==> config.mk <==
export PLATFORM = sky130hd
export DESIGN_NAME = min_max_point_decimator_core
export DESIGN_NICKNAME = d
export VERILOG_FILES = /design/src/mmpd_pkg.sv /design/src/mmpd_front.sv /design/src/mmpd_queue.sv /design/src/mmpd_back.sv /design/src/min_max_point_decimator_core.sv
export SDC_FILE = /design/constraint.sdc
export NUM_CORES = 1
export LEC_CHECK = 0
export ABC_AREA = 1
export BUFFER_PORTS_ARGS = -buffer_cell sky130_fd_sc_hd__buf_4
export CAP_MARGIN = 15
export CORE_MARGIN = 2
export CORE_UTILIZATION = 61
export DETAILED_ROUTE_END_ITERATION = 8
export PLACE_DENSITY_LB_ADDON = 0.08
export SYNTH_ARGS = -nofsm -noshare
export SYNTH_HDL_FRONTEND = slang
export SYNTH_HIERARCHICAL = 1
export SYNTH_SLANG_ARGS = --single-unit
==> constraint.sdc <==
create_clock -name clk -period 8.8 [get_ports clk]
set_input_delay 0.44 -clock clk [delete_from_list [all_inputs] [get_ports clk]]
set_output_delay 0.44 -clock clk [all_outputs]
set_load 0.05 [all_outputs]
==> src/mmpd_pkg.sv <==
// ----------------------------------------------------------------------------
// mmpd_pkg
// Shared types and constants of the min/max point decimator.
// ----------------------------------------------------------------------------
`default_nettype none

package mmpd_pkg;

    localparam int ADDR_W = 3;
    localparam int FS_W = 31;
    localparam logic [FS_W-1:0] FS_RESET = 31'd65536;
    localparam logic REG_FILTER_SIZE = 1'b0;

    typedef struct packed {
        logic has_pair;
        logic has_tail;
    } job_ctl_t;

    typedef enum logic [2:0] {
        PH_A = 3'b001,
        PH_B = 3'b010,
        PH_T = 3'b100
    } phase_t;

endpackage

`default_nettype wire

==> src/mmpd_front.sv <==
// ----------------------------------------------------------------------------
// mmpd_front
// Accepts points, tracks the open bucket, issues jobs for points with output.
// ----------------------------------------------------------------------------
`default_nettype none

module mmpd_front #(
    parameter int COORD_WIDTH = 32
) (
    input  wire                               clk,
    input  wire                               rst_n,
    input  wire  [mmpd_pkg::FS_W-1:0]         filter_size,
    input  wire                               in_valid,
    output logic                              in_ready,
    input  wire  signed [COORD_WIDTH-1:0]     in_x,
    input  wire  signed [COORD_WIDTH-1:0]     in_y,
    input  wire                               in_last,
    input  wire                               queue_full,
    output logic                              push,
    output mmpd_pkg::job_ctl_t                job_ctl,
    output logic [COORD_WIDTH-1:0]            job_bx,
    output logic [COORD_WIDTH-1:0]            job_a,
    output logic [COORD_WIDTH-1:0]            job_b,
    output logic [COORD_WIDTH-1:0]            job_tx,
    output logic [COORD_WIDTH-1:0]            job_ty
);

    localparam int DW = (COORD_WIDTH + 1 > mmpd_pkg::FS_W) ? COORD_WIDTH + 1 : mmpd_pkg::FS_W;

    logic                          started_reg, started_next;
    logic signed [COORD_WIDTH-1:0] bucket_x_reg, bucket_x_next;
    logic signed [COORD_WIDTH-1:0] first_y_reg, first_y_next;
    logic signed [COORD_WIDTH-1:0] min_y_reg, min_y_next;
    logic signed [COORD_WIDTH-1:0] max_y_reg, max_y_next;

    logic                          accept;
    logic signed [COORD_WIDTH:0]   diff;
    logic signed [DW-1:0]          diff_ext;
    logic [DW-1:0]                 fs_ext;
    logic                          close;
    logic                          rising;

    assign in_ready = !queue_full;
    assign accept   = in_valid && in_ready;

    assign diff     = (COORD_WIDTH+1)'(in_x) - (COORD_WIDTH+1)'(bucket_x_reg);
    assign diff_ext = DW'(diff);
    assign fs_ext   = DW'(filter_size);
    assign close    = started_reg && !diff[COORD_WIDTH] && ($unsigned(diff_ext) >= fs_ext);
    assign rising   = in_y > first_y_reg;

    always_comb
    begin
        job_ctl.has_pair = close;
        job_ctl.has_tail = !started_reg || in_last;
        push             = accept && (job_ctl.has_pair || job_ctl.has_tail);
        job_bx           = bucket_x_reg;
        job_a            = rising ? min_y_reg : max_y_reg;
        job_b            = rising ? max_y_reg : min_y_reg;
        job_tx           = in_x;
        job_ty           = in_y;
    end

    always_comb
    begin
        started_next  = started_reg;
        bucket_x_next = bucket_x_reg;
        first_y_next  = first_y_reg;
        min_y_next    = min_y_reg;
        max_y_next    = max_y_reg;
        if (accept)
        begin
            started_next = !in_last;
            if (!started_reg || close)
            begin
                bucket_x_next = in_x;
                first_y_next  = in_y;
                min_y_next    = in_y;
                max_y_next    = in_y;
            end
            else
            begin
                if (in_y < min_y_reg)
                    min_y_next = in_y;
                if (in_y > max_y_reg)
                    max_y_next = in_y;
            end
        end
    end

    always_ff @(posedge clk or negedge rst_n)
    begin
        if (!rst_n)
        begin
            started_reg  <= 1'b0;
            bucket_x_reg <= '0;
            first_y_reg  <= '0;
            min_y_reg    <= '0;
            max_y_reg    <= '0;
        end
        else
        begin
            started_reg  <= started_next;
            bucket_x_reg <= bucket_x_next;
            first_y_reg  <= first_y_next;
            min_y_reg    <= min_y_next;
            max_y_reg    <= max_y_next;
        end
    end

    a_last_ends_series: assert property (@(posedge clk) disable iff (!rst_n)
        accept && in_last |=> !started_reg)
        else $error("series still open after last point");

    a_bucket_order: assert property (@(posedge clk) disable iff (!rst_n)
        started_reg |-> (min_y_reg <= first_y_reg) && (first_y_reg <= max_y_reg))
        else $error("bucket min/first/max out of order");

endmodule

`default_nettype wire

==> src/mmpd_queue.sv <==
// ----------------------------------------------------------------------------
// mmpd_queue
// Two-entry job queue between the front and back parts.
// ----------------------------------------------------------------------------
`default_nettype none

module mmpd_queue #(
    parameter int DATA_W = 162
) (
    input  wire               clk,
    input  wire               rst_n,
    input  wire               push,
    input  wire  [DATA_W-1:0] wdata,
    output logic              full,
    input  wire               pop,
    output logic              valid,
    output logic [DATA_W-1:0] rdata
);

    logic [DATA_W-1:0] entry_reg [2];
    logic              wr_ptr_reg, wr_ptr_next;
    logic              rd_ptr_reg, rd_ptr_next;
    logic [1:0]        count_reg, count_next;

    assign full  = count_reg == 2'd2;
    assign valid = count_reg != 2'd0;
    assign rdata = entry_reg[rd_ptr_reg];

    always_comb
    begin
        wr_ptr_next = wr_ptr_reg ^ push;
        rd_ptr_next = rd_ptr_reg ^ pop;
        count_next  = count_reg + 2'(push) - 2'(pop);
    end

    always_ff @(posedge clk)
    begin
        if (push)
            entry_reg[wr_ptr_reg] <= wdata;
    end

    always_ff @(posedge clk or negedge rst_n)
    begin
        if (!rst_n)
        begin
            wr_ptr_reg <= 1'b0;
            rd_ptr_reg <= 1'b0;
            count_reg  <= 2'd0;
        end
        else
        begin
            wr_ptr_reg <= wr_ptr_next;
            rd_ptr_reg <= rd_ptr_next;
            count_reg  <= count_next;
        end
    end

    a_no_overflow: assert property (@(posedge clk) disable iff (!rst_n)
        push |-> !full)
        else $error("push into full queue");

    a_no_underflow: assert property (@(posedge clk) disable iff (!rst_n)
        pop |-> valid)
        else $error("pop from empty queue");

endmodule

`default_nettype wire

==> src/mmpd_back.sv <==
// ----------------------------------------------------------------------------
// mmpd_back
// Expands queued jobs into emitted points in an output register, one per
// cycle while a job is queued and out_ready does not stall the register.
// ----------------------------------------------------------------------------
`default_nettype none

module mmpd_back #(
    parameter int COORD_WIDTH = 32
) (
    input  wire                         clk,
    input  wire                         rst_n,
    input  wire                         job_valid,
    output logic                        job_pop,
    input  mmpd_pkg::job_ctl_t          job_ctl,
    input  wire  [COORD_WIDTH-1:0]      job_bx,
    input  wire  [COORD_WIDTH-1:0]      job_a,
    input  wire  [COORD_WIDTH-1:0]      job_b,
    input  wire  [COORD_WIDTH-1:0]      job_tx,
    input  wire  [COORD_WIDTH-1:0]      job_ty,
    output logic                        out_valid,
    input  wire                         out_ready,
    output logic [COORD_WIDTH-1:0]      out_x,
    output logic [COORD_WIDTH-1:0]      out_y,
    output logic                        out_last
);

    mmpd_pkg::phase_t          phase_reg, phase_next;
    logic                      valid_reg, valid_next;
    logic [COORD_WIDTH-1:0]    x_reg, x_next;
    logic [COORD_WIDTH-1:0]    y_reg, y_next;
    logic                      last_reg, last_next;
    logic                      advance;

    assign advance   = job_valid && (!valid_reg || out_ready);
    assign out_valid = valid_reg;
    assign out_x     = x_reg;
    assign out_y     = y_reg;
    assign out_last  = last_reg;

    always_comb
    begin
        phase_next = phase_reg;
        job_pop    = 1'b0;
        valid_next = valid_reg && !out_ready;
        x_next     = x_reg;
        y_next     = y_reg;
        last_next  = last_reg;
        if (advance)
        begin
            valid_next = 1'b1;
            unique case (phase_reg)
                mmpd_pkg::PH_B:
                begin
                    x_next    = job_bx;
                    y_next    = job_b;
                    last_next = !job_ctl.has_tail;
                    if (job_ctl.has_tail)
                        phase_next = mmpd_pkg::PH_T;
                    else
                    begin
                        phase_next = mmpd_pkg::PH_A;
                        job_pop    = 1'b1;
                    end
                end
                mmpd_pkg::PH_T:
                begin
                    x_next     = job_tx;
                    y_next     = job_ty;
                    last_next  = 1'b1;
                    phase_next = mmpd_pkg::PH_A;
                    job_pop    = 1'b1;
                end
                default:
                begin
                    if (job_ctl.has_pair)
                    begin
                        x_next     = job_bx;
                        y_next     = job_a;
                        last_next  = 1'b0;
                        phase_next = mmpd_pkg::PH_B;
                    end
                    else
                    begin
                        x_next     = job_tx;
                        y_next     = job_ty;
                        last_next  = 1'b1;
                        phase_next = mmpd_pkg::PH_A;
                        job_pop    = 1'b1;
                    end
                end
            endcase
        end
    end

    always_ff @(posedge clk or negedge rst_n)
    begin
        if (!rst_n)
        begin
            phase_reg <= mmpd_pkg::PH_A;
            valid_reg <= 1'b0;
        end
        else
        begin
            phase_reg <= phase_next;
            valid_reg <= valid_next;
        end
    end

    always_ff @(posedge clk)
    begin
        x_reg    <= x_next;
        y_reg    <= y_next;
        last_reg <= last_next;
    end

    a_mid_job_has_head: assert property (@(posedge clk) disable iff (!rst_n)
        phase_reg != mmpd_pkg::PH_A |-> job_valid)
        else $error("mid-job phase without a queued job");

    a_tail_phase_job: assert property (@(posedge clk) disable iff (!rst_n)
        phase_reg == mmpd_pkg::PH_T |-> job_ctl.has_pair && job_ctl.has_tail)
        else $error("tail phase on a job without pair and tail");

endmodule

`default_nettype wire

==> src/min_max_point_decimator_core.sv <==
// ----------------------------------------------------------------------------
// min_max_point_decimator_core
// Min/max decimation of a stream of (x, y) points for plotting.
// ----------------------------------------------------------------------------
// Each point is accepted while the two-entry job queue has room; a point yields
// zero to three output points, and the back end sends one output point per cycle
// from its output register unless m_tready stalls it. A point that closes a
// bucket yields two output points (three with end of series); points that close
// no bucket are accepted one per cycle while the queue has room, also while the
// back end expands jobs that wait in the queue ahead of the output register.
`default_nettype none

module min_max_point_decimator_core #(
    parameter int COORD_WIDTH = 32
) (
    input  wire                                 clk,
    input  wire                                 rst_n,
    // APB configuration
    input  wire                                 psel,
    input  wire                                 penable,
    input  wire                                 pwrite,
    input  wire  [mmpd_pkg::ADDR_W-1:0]         paddr,
    input  wire  [31:0]                         pwdata,
    output logic [31:0]                         prdata,
    output logic                                pready,
    // input points
    input  wire                                 s_tvalid,
    output logic                                s_tready,
    input  wire  [((2*COORD_WIDTH+7)/8)*8-1:0]  s_tdata,   // point_x, point_y
    input  wire                                 s_tlast,   // end_of_series
    // output points
    output logic                                m_tvalid,
    input  wire                                 m_tready,
    output logic [((2*COORD_WIDTH+7)/8)*8-1:0]  m_tdata,   // out_x, out_y
    output logic                                m_tlast    // run_last
);

    localparam int TDATA_W = ((2*COORD_WIDTH+7)/8)*8;
    localparam int JOB_W   = $bits(mmpd_pkg::job_ctl_t) + 5*COORD_WIDTH;

    logic [mmpd_pkg::FS_W-1:0]  filter_size_reg, filter_size_next;
    logic                       cfg_wr;

    logic                       q_push, q_full, q_pop, q_valid;
    mmpd_pkg::job_ctl_t         f_ctl, b_ctl;
    logic [COORD_WIDTH-1:0]     f_bx, f_a, f_b, f_tx, f_ty;
    logic [COORD_WIDTH-1:0]     b_bx, b_a, b_b, b_tx, b_ty;
    logic [JOB_W-1:0]           q_wdata, q_rdata;
    logic [COORD_WIDTH-1:0]     o_x, o_y;

    assign pready = 1'b1;
    assign cfg_wr = psel && penable && pwrite && (paddr[2] == mmpd_pkg::REG_FILTER_SIZE);

    always_comb
    begin
        filter_size_next = filter_size_reg;
        if (cfg_wr)
            filter_size_next = pwdata[mmpd_pkg::FS_W-1:0];
        if (paddr[2] == mmpd_pkg::REG_FILTER_SIZE)
            prdata = 32'(filter_size_reg);
        else
            prdata = '0;
    end

    always_ff @(posedge clk or negedge rst_n)
    begin
        if (!rst_n)
            filter_size_reg <= mmpd_pkg::FS_RESET;
        else
            filter_size_reg <= filter_size_next;
    end

    mmpd_front #(.COORD_WIDTH(COORD_WIDTH)) u_front (
        .clk         (clk),
        .rst_n       (rst_n),
        .filter_size (filter_size_reg),
        .in_valid    (s_tvalid),
        .in_ready    (s_tready),
        .in_x        (s_tdata[COORD_WIDTH-1:0]),
        .in_y        (s_tdata[2*COORD_WIDTH-1:COORD_WIDTH]),
        .in_last     (s_tlast),
        .queue_full  (q_full),
        .push        (q_push),
        .job_ctl     (f_ctl),
        .job_bx      (f_bx),
        .job_a       (f_a),
        .job_b       (f_b),
        .job_tx      (f_tx),
        .job_ty      (f_ty)
    );

    assign q_wdata = {f_ctl, f_bx, f_a, f_b, f_tx, f_ty};

    mmpd_queue #(.DATA_W(JOB_W)) u_queue (
        .clk   (clk),
        .rst_n (rst_n),
        .push  (q_push),
        .wdata (q_wdata),
        .full  (q_full),
        .pop   (q_pop),
        .valid (q_valid),
        .rdata (q_rdata)
    );

    assign {b_ctl, b_bx, b_a, b_b, b_tx, b_ty} = q_rdata;

    mmpd_back #(.COORD_WIDTH(COORD_WIDTH)) u_back (
        .clk       (clk),
        .rst_n     (rst_n),
        .job_valid (q_valid),
        .job_pop   (q_pop),
        .job_ctl   (b_ctl),
        .job_bx    (b_bx),
        .job_a     (b_a),
        .job_b     (b_b),
        .job_tx    (b_tx),
        .job_ty    (b_ty),
        .out_valid (m_tvalid),
        .out_ready (m_tready),
        .out_x     (o_x),
        .out_y     (o_y),
        .out_last  (m_tlast)
    );

    assign m_tdata = TDATA_W'({o_y, o_x});

endmodule

`default_nettype wire

Word level (Yosys, flattened, before mapping)
Memory sizes are Yosys's and may differ from the RTL's. Cells that the tools add are included.

Memories: 1. Bits in registers: 233. Input port bits: 107. RAM bits: 324. Output and inout port bits: 100.

Order comparisons: 4. Reductions and logical operators: 26. Equal/unequal tests: 3. Bitwise gates (word level): 3. $add $sub $neg: 3. Multiplexer cells: 22.

Memories: u_queue.entry_reg (words 2, bits a word 162, read ports 1, clocked after Yosys merged registers in 0, write ports 1, RTL line mmpd_queue.sv:20) `logic [DATA_W-1:0] entry_reg [2];`.

Operators with widths (number): 2-to-1 mux 32 bit (8); one-hot mux 32 bit (2 select lines) (2); greater-than comparator 32 bit (2); greater-or-equal comparator 33 x 31 -> 1 bit (1); subtractor 32 x 32 -> 33 bit (1); less-than comparator 32 bit (1); 2-to-1 mux 31 bit (1); logical AND 1 bit (9); logical NOT 1 bit (7); 2-to-1 mux 1 bit (6); one-hot mux 3 bit (2 select lines) (1); AND reduction 2 bit (3); nonzero test 2 bit (3); logical OR 1 bit (4); one-hot mux 1 bit (2 select lines) (2); equality test 3 x 2 -> 1 bit (second input constant) (1); equality test 3 bit (second input constant) (1); 2-to-1 mux 3 bit (1); adder 2 x 1 -> 2 bit (1); equality test 2 bit (second input constant) (1); 2-to-1 mux 2 bit (1); subtractor 2 x 1 -> 2 bit (1); bitwise XOR 1 bit (2); inverter 1 bit (1).

Depth between registers and ports, before layout
Depth in word-level cells: 8. Depth in mapped cells: 34. Depth with buffers taken out: 32.

Cells and area by module
The synthesis kept the hierarchy.

By module, submodules not included: mmpd_queue (seq. area each 9829.4 um2, cells each 870, area each 12630.9 um2, instances 1); mmpd_front (seq. area each 3228.1 um2, cells each 1616, area each 11307.1 um2, instances 1); mmpd_back (seq. area each 2053.2 um2, cells each 574, area each 4206.5 um2, instances 1); min_max_point_decimator_core (seq. area each 777.0 um2, cells each 207, area each 1496.4 um2, instances 1).

Least setup slack after synthesis
OpenSTA, ideal clock, no wires.

Path kind: in2reg. Start point: input port s_tdata[0]. End point: memory u_queue.entry_reg[0][0] (enable). Required time: 8258 ps. Setup time: 542 ps. Stages: 29. Path slack: 848 ps. Data arrival time: 7409 ps. Path through: inv_1 ha_1 fa_1 nand3b_1 nand2_1 nand3_1 nand2_1 a31oi_1 o21ai_0 xor2_1 ha_1 nand2_1 nor2_1 nor3b_1 nand2_1 nand2_1 nand2_1 nand2_1 nand2_1 nand2_1 nand2_1 nand2_1 nand2_2 nand2_4 nand2_4 buf_6 buf_6 o21ai_1 ha_1.

Cells in the longest elaborated chain, start to end: 8.

RTL lines: start: declaration (RTL line min_max_point_decimator_core.sv:29) `input wire [((2*COORD_WIDTH+7)/8)*8-1:0] s_tdata,`; subtractor 32 x 32 -> 33 bit (*) (RTL line mmpd_front.sv:46) `assign diff = (COORD_WIDTH+1)'(in_x) - (COORD_WIDTH+1)'(bucket_x_reg);`; parallel branches: the longest is 2 deep, another holds greater-or-equal comparator 33 x 31 -> 1 bit; logical AND 1 bit (*) (RTL line mmpd_front.sv:49) `assign close = started_reg && !diff[COORD_WIDTH] && ($unsigned(diff_ext) >= fs_ext);`; logical OR 1 bit (*) (RTL line mmpd_front.sv:56) `push = accept && (job_ctl.has_pair || job_ctl.has_tail);`; logical AND 1 bit (*) (RTL line mmpd_front.sv:56); net q_push (RTL line min_max_point_decimator_core.sv:44) `logic q_push, q_full, q_pop, q_valid;`; 2-to-1 mux 1 bit (*) (RTL line mmpd_queue.sv:38) `if (push)`; 2-to-1 mux 1 bit (implied by the code) (*) (RTL line mmpd_queue.sv:39) `entry_reg[wr_ptr_reg] <= wdata;`; end: declaration (RTL line mmpd_queue.sv:20).

Mark *: on every way through the listed nets, which the timed path passes.

Worst setup path in the final report
Start point: input port s_tdata[0]. End point: memory u_queue.entry_reg[0][37] (enable).

The elaborated chain is that of the path after synthesis.

==> impl_metrics.ini <==
[outcome]
status = finished, final reports clean

[logic_synthesis]
netlist_instances = 3267
synthTopCellsByArea = edfxtp_1 39%, dfrtp_1 14%, nand2_1 13%
yosys.area.top_type = edfxtp_1
synthDominantCellAreaShare_pct = 39.41
synth_cell_types = 41
ys_warn_count = 6
synth_area_per_cell_um2 = 9.073
synth_area_mm2 = 0.02964
yosysSeqAreaShare_pct = 53.60
ys_ff_latch = 557
syn-num-nets = 3537

[clocking]
post_cts_buffers = 0
cts_sinks = 557
cts_buffer_depth = 3
clkTransAtPathRegs_ns = 0.06
cts_root_buffer = clkbuf_16
clkLatencyLatePin_ns = 0.62
numCtsBuffers = 57
htreeDepth = 2
cts_tree = done

[critical_path]
worst_ep_arrival_time_ns = 6.55
cp-end-kind = register
path_buf_inv = 4
worstPathMaxFanout = 62
slowest_stage = nand2_4
cpPeakStageDelay_ns = 0.66
worst_path_most_repeated_cell = nand2_1
path_class = in -> reg
start_kind = primary input
required_ns = 9.08
cp_top_family = simple AND/OR/NAND/NOR gates

[die]
initial_core_util_pct = 61.95
die_area_mm2 = 0.05037
die_x_um = 224.4
fp-row-count = 80
pin_count = 207
die_h_um = 224.4
core_area_mm2 = 0.04785

[cells_and_area]
layout.nets = 3623
largest_reg_flops = 324
multiInputGateArea_mm2 = 0.01061
area_delta_synth_final_pct = 10.48
ff_latch_area_mm2 = 0.01589
drive_gt1_share_pct = 12.38
n_fill_cell = 3666
finish.utilization_pct = 68.44

[timing]
finalSetupViolations = 0
tns_ns = 0
min_period_ns = 6.266
fin_crit_sh_pct = 71.21
tightestPinTransition_ns = 1.107
slew_violations = 0
grt_setup_unrepaired = no
clock.fmax_mhz = 159.6
hold_viol = 0
finalClockSkew_ns = 0.01579
slew_headroom_pct = 26.22

[min_path]
min_path_type = in -> reg

[place]
io_buffers = 201
hpwl_um = 42500
gp_congestion = 0.8886

[detailed_routing]
route.detailed.drc = 0
ant_nets = 0
routed_wl_um = 66010
drt_iter0_drc = 1770
wire_per_inst_um = 16.43
vias = 21680
vias_per_cell = 5.396
first_pass_iters = 6

[global_routing]
overflow = 0
grt_max_degree = 129
grt_pass1_vias = 20950
grt_antenna_before_repair = 2
grt_pass1_wl_um = 106600
grt_use_total_pct = 26.66

[power_and_ir_drop]
pwr_density_cell_mw_per_mm2 = 411.1
worst_ir_drop_vdd_v = 0.0003271
p_leak_uw = 0.01531

[flow_run]
drv_cap = 0
[placed cells by master (no fill, tap or decap), types with 19 or more instances in the layout]
cell type / Yosys / routed
o21ai_0: 220 / 219
nand2_1: 1002 / 1002
clkbuf_16: 0 / 59
o21ai_2: 90 / 90
nand3_1: 241 / 240
inv_1: 483 / 482
nor2_1: 87 / 87
ha_1: 162 / 160
buf_4: 94 / 219
xor2_1: 19 / 19
edfxtp_1: 389 / 389
o21ai_1: 21 / 21
dfrtp_1: 166 / 165
a21oi_1: 98 / 98
[worst paths after layout]
kind | startpoint | endpoint | slack (ns) | cells after the start
min in group asynchronous | rst_n | filter_size_reg[4] | 0.35 | 2
max | s_tdata[0] | u_queue/entry_reg[0][37] | 2.53 | 29
min | s_tdata[21] | u_queue/entry_reg[0][53] | 0.03 | 1
min reg2reg | u_front/first_y_reg[14] | u_front/first_y_reg[14] | 0.47 | 2
max reg2reg | u_front/job_bx[0] | u_queue/entry_reg[0][37] | 2.62 | 26
max in group asynchronous | rst_n | u_front/max_y_reg[9] | 6.42 | 4
[worst reg2reg max path: cells and delay by family (launching register included)]
family / cells / cell delay [ns]
DFF: 1 / 0.41
buffers and inverters: 1 / 0.43
xor gates and xnor gates: 1 / 0.32
and+or+nand+nor: 16 / 2.13
adders and majority gates: 4 / 1.51
AOI/OAI and AO/OA: 4 / 1.04
[layout make-up]
cell class                 count  area share (%)
clock inverter                29          0.7756
antenna                        1        0.007641
clock buffer                  79           4.891
multi-input combinational   2021           32.41
tap                          615           2.350
inverter                     488           5.616
sequential                   557           48.53
timing repair buffer         228           5.422
[where the power goes]
group / switching, uW / internal [uW]
Sequential: 498 / 4330
Combinational: 4330 / 1910
Clock: 1000 / 1390
Total: 5830 / 7630
[what timing repair did]
| action | 4_1_cts | 5_1_grt |
|---|---|---|
| gates resized for setup | 0 | 0 |
| endpoints found under the hold margin | 58 | 0 |
| hold buffers | 4 | 0 |
[cells by family after synthesis]
group                    synth area share [%]
AND/OR/NAND/NOR                         18.73
XOR/XNOR                               0.8569
AO/OA/AOI/OAI                           9.126
flip-flops                              53.60
other                                 0.02534
buffers and inverters                   10.76
adder cells (fa/ha/maj)                 6.906
[per-layer routing]
metal | GRT usage (%) | wire (um) | up-vias
li1 | - | - | 10750
met1 | 37.49 | 29880 | 10230
met2 | 43.75 | 31100 | 606
met3 | 3.266 | 3645 | 96
met4 | 8.139 | 1369 | 2
met5 | 0 | 13 | -
[Yosys cell counts, drive strengths merged]
master / n
dfrtp: 166
a21oi: 98
inv: 488
nand2: 1009
a21boi: 1
dfstp: 2
conb: 2
o211ai: 3
nand3b: 5
o221ai: 2
a21o: 4
o31ai: 1
nand4: 12
xnor2: 10
fa: 1
buf: 160
nor2: 88
xor2: 19
a31oi: 8
and3: 2
nor3: 4
edfxtp: 389
nand3: 243
o21bai: 6
clkbuf: 41
o21a: 4
nor3b: 1
nor4: 4
ha: 162
o211a: 1
o21ai: 331
[through the flow]
stage | hold slack (ns) | worst slack, ns | area (um2) | power [uW] | instances
after global routing | 0.01779 | 2.125 | 32750 | 14500 | 4018
final | 0.03246 | 2.534 | 32750 | 13460 | 4018
after floorplan | 0.1444 | 0.8484 | 29640 | 9563 | 3267
after CTS | 0.00002415 | 2.676 | 32750 | 13510 | 4017
after detailed placement | 0.4417 | 2.592 | 30850 | 11070 | 3905
after global placement | 0.4283 | 2.652 | 30850 | 10810 | 3905
No activity file was read; power rests on OpenSTA's default activity.
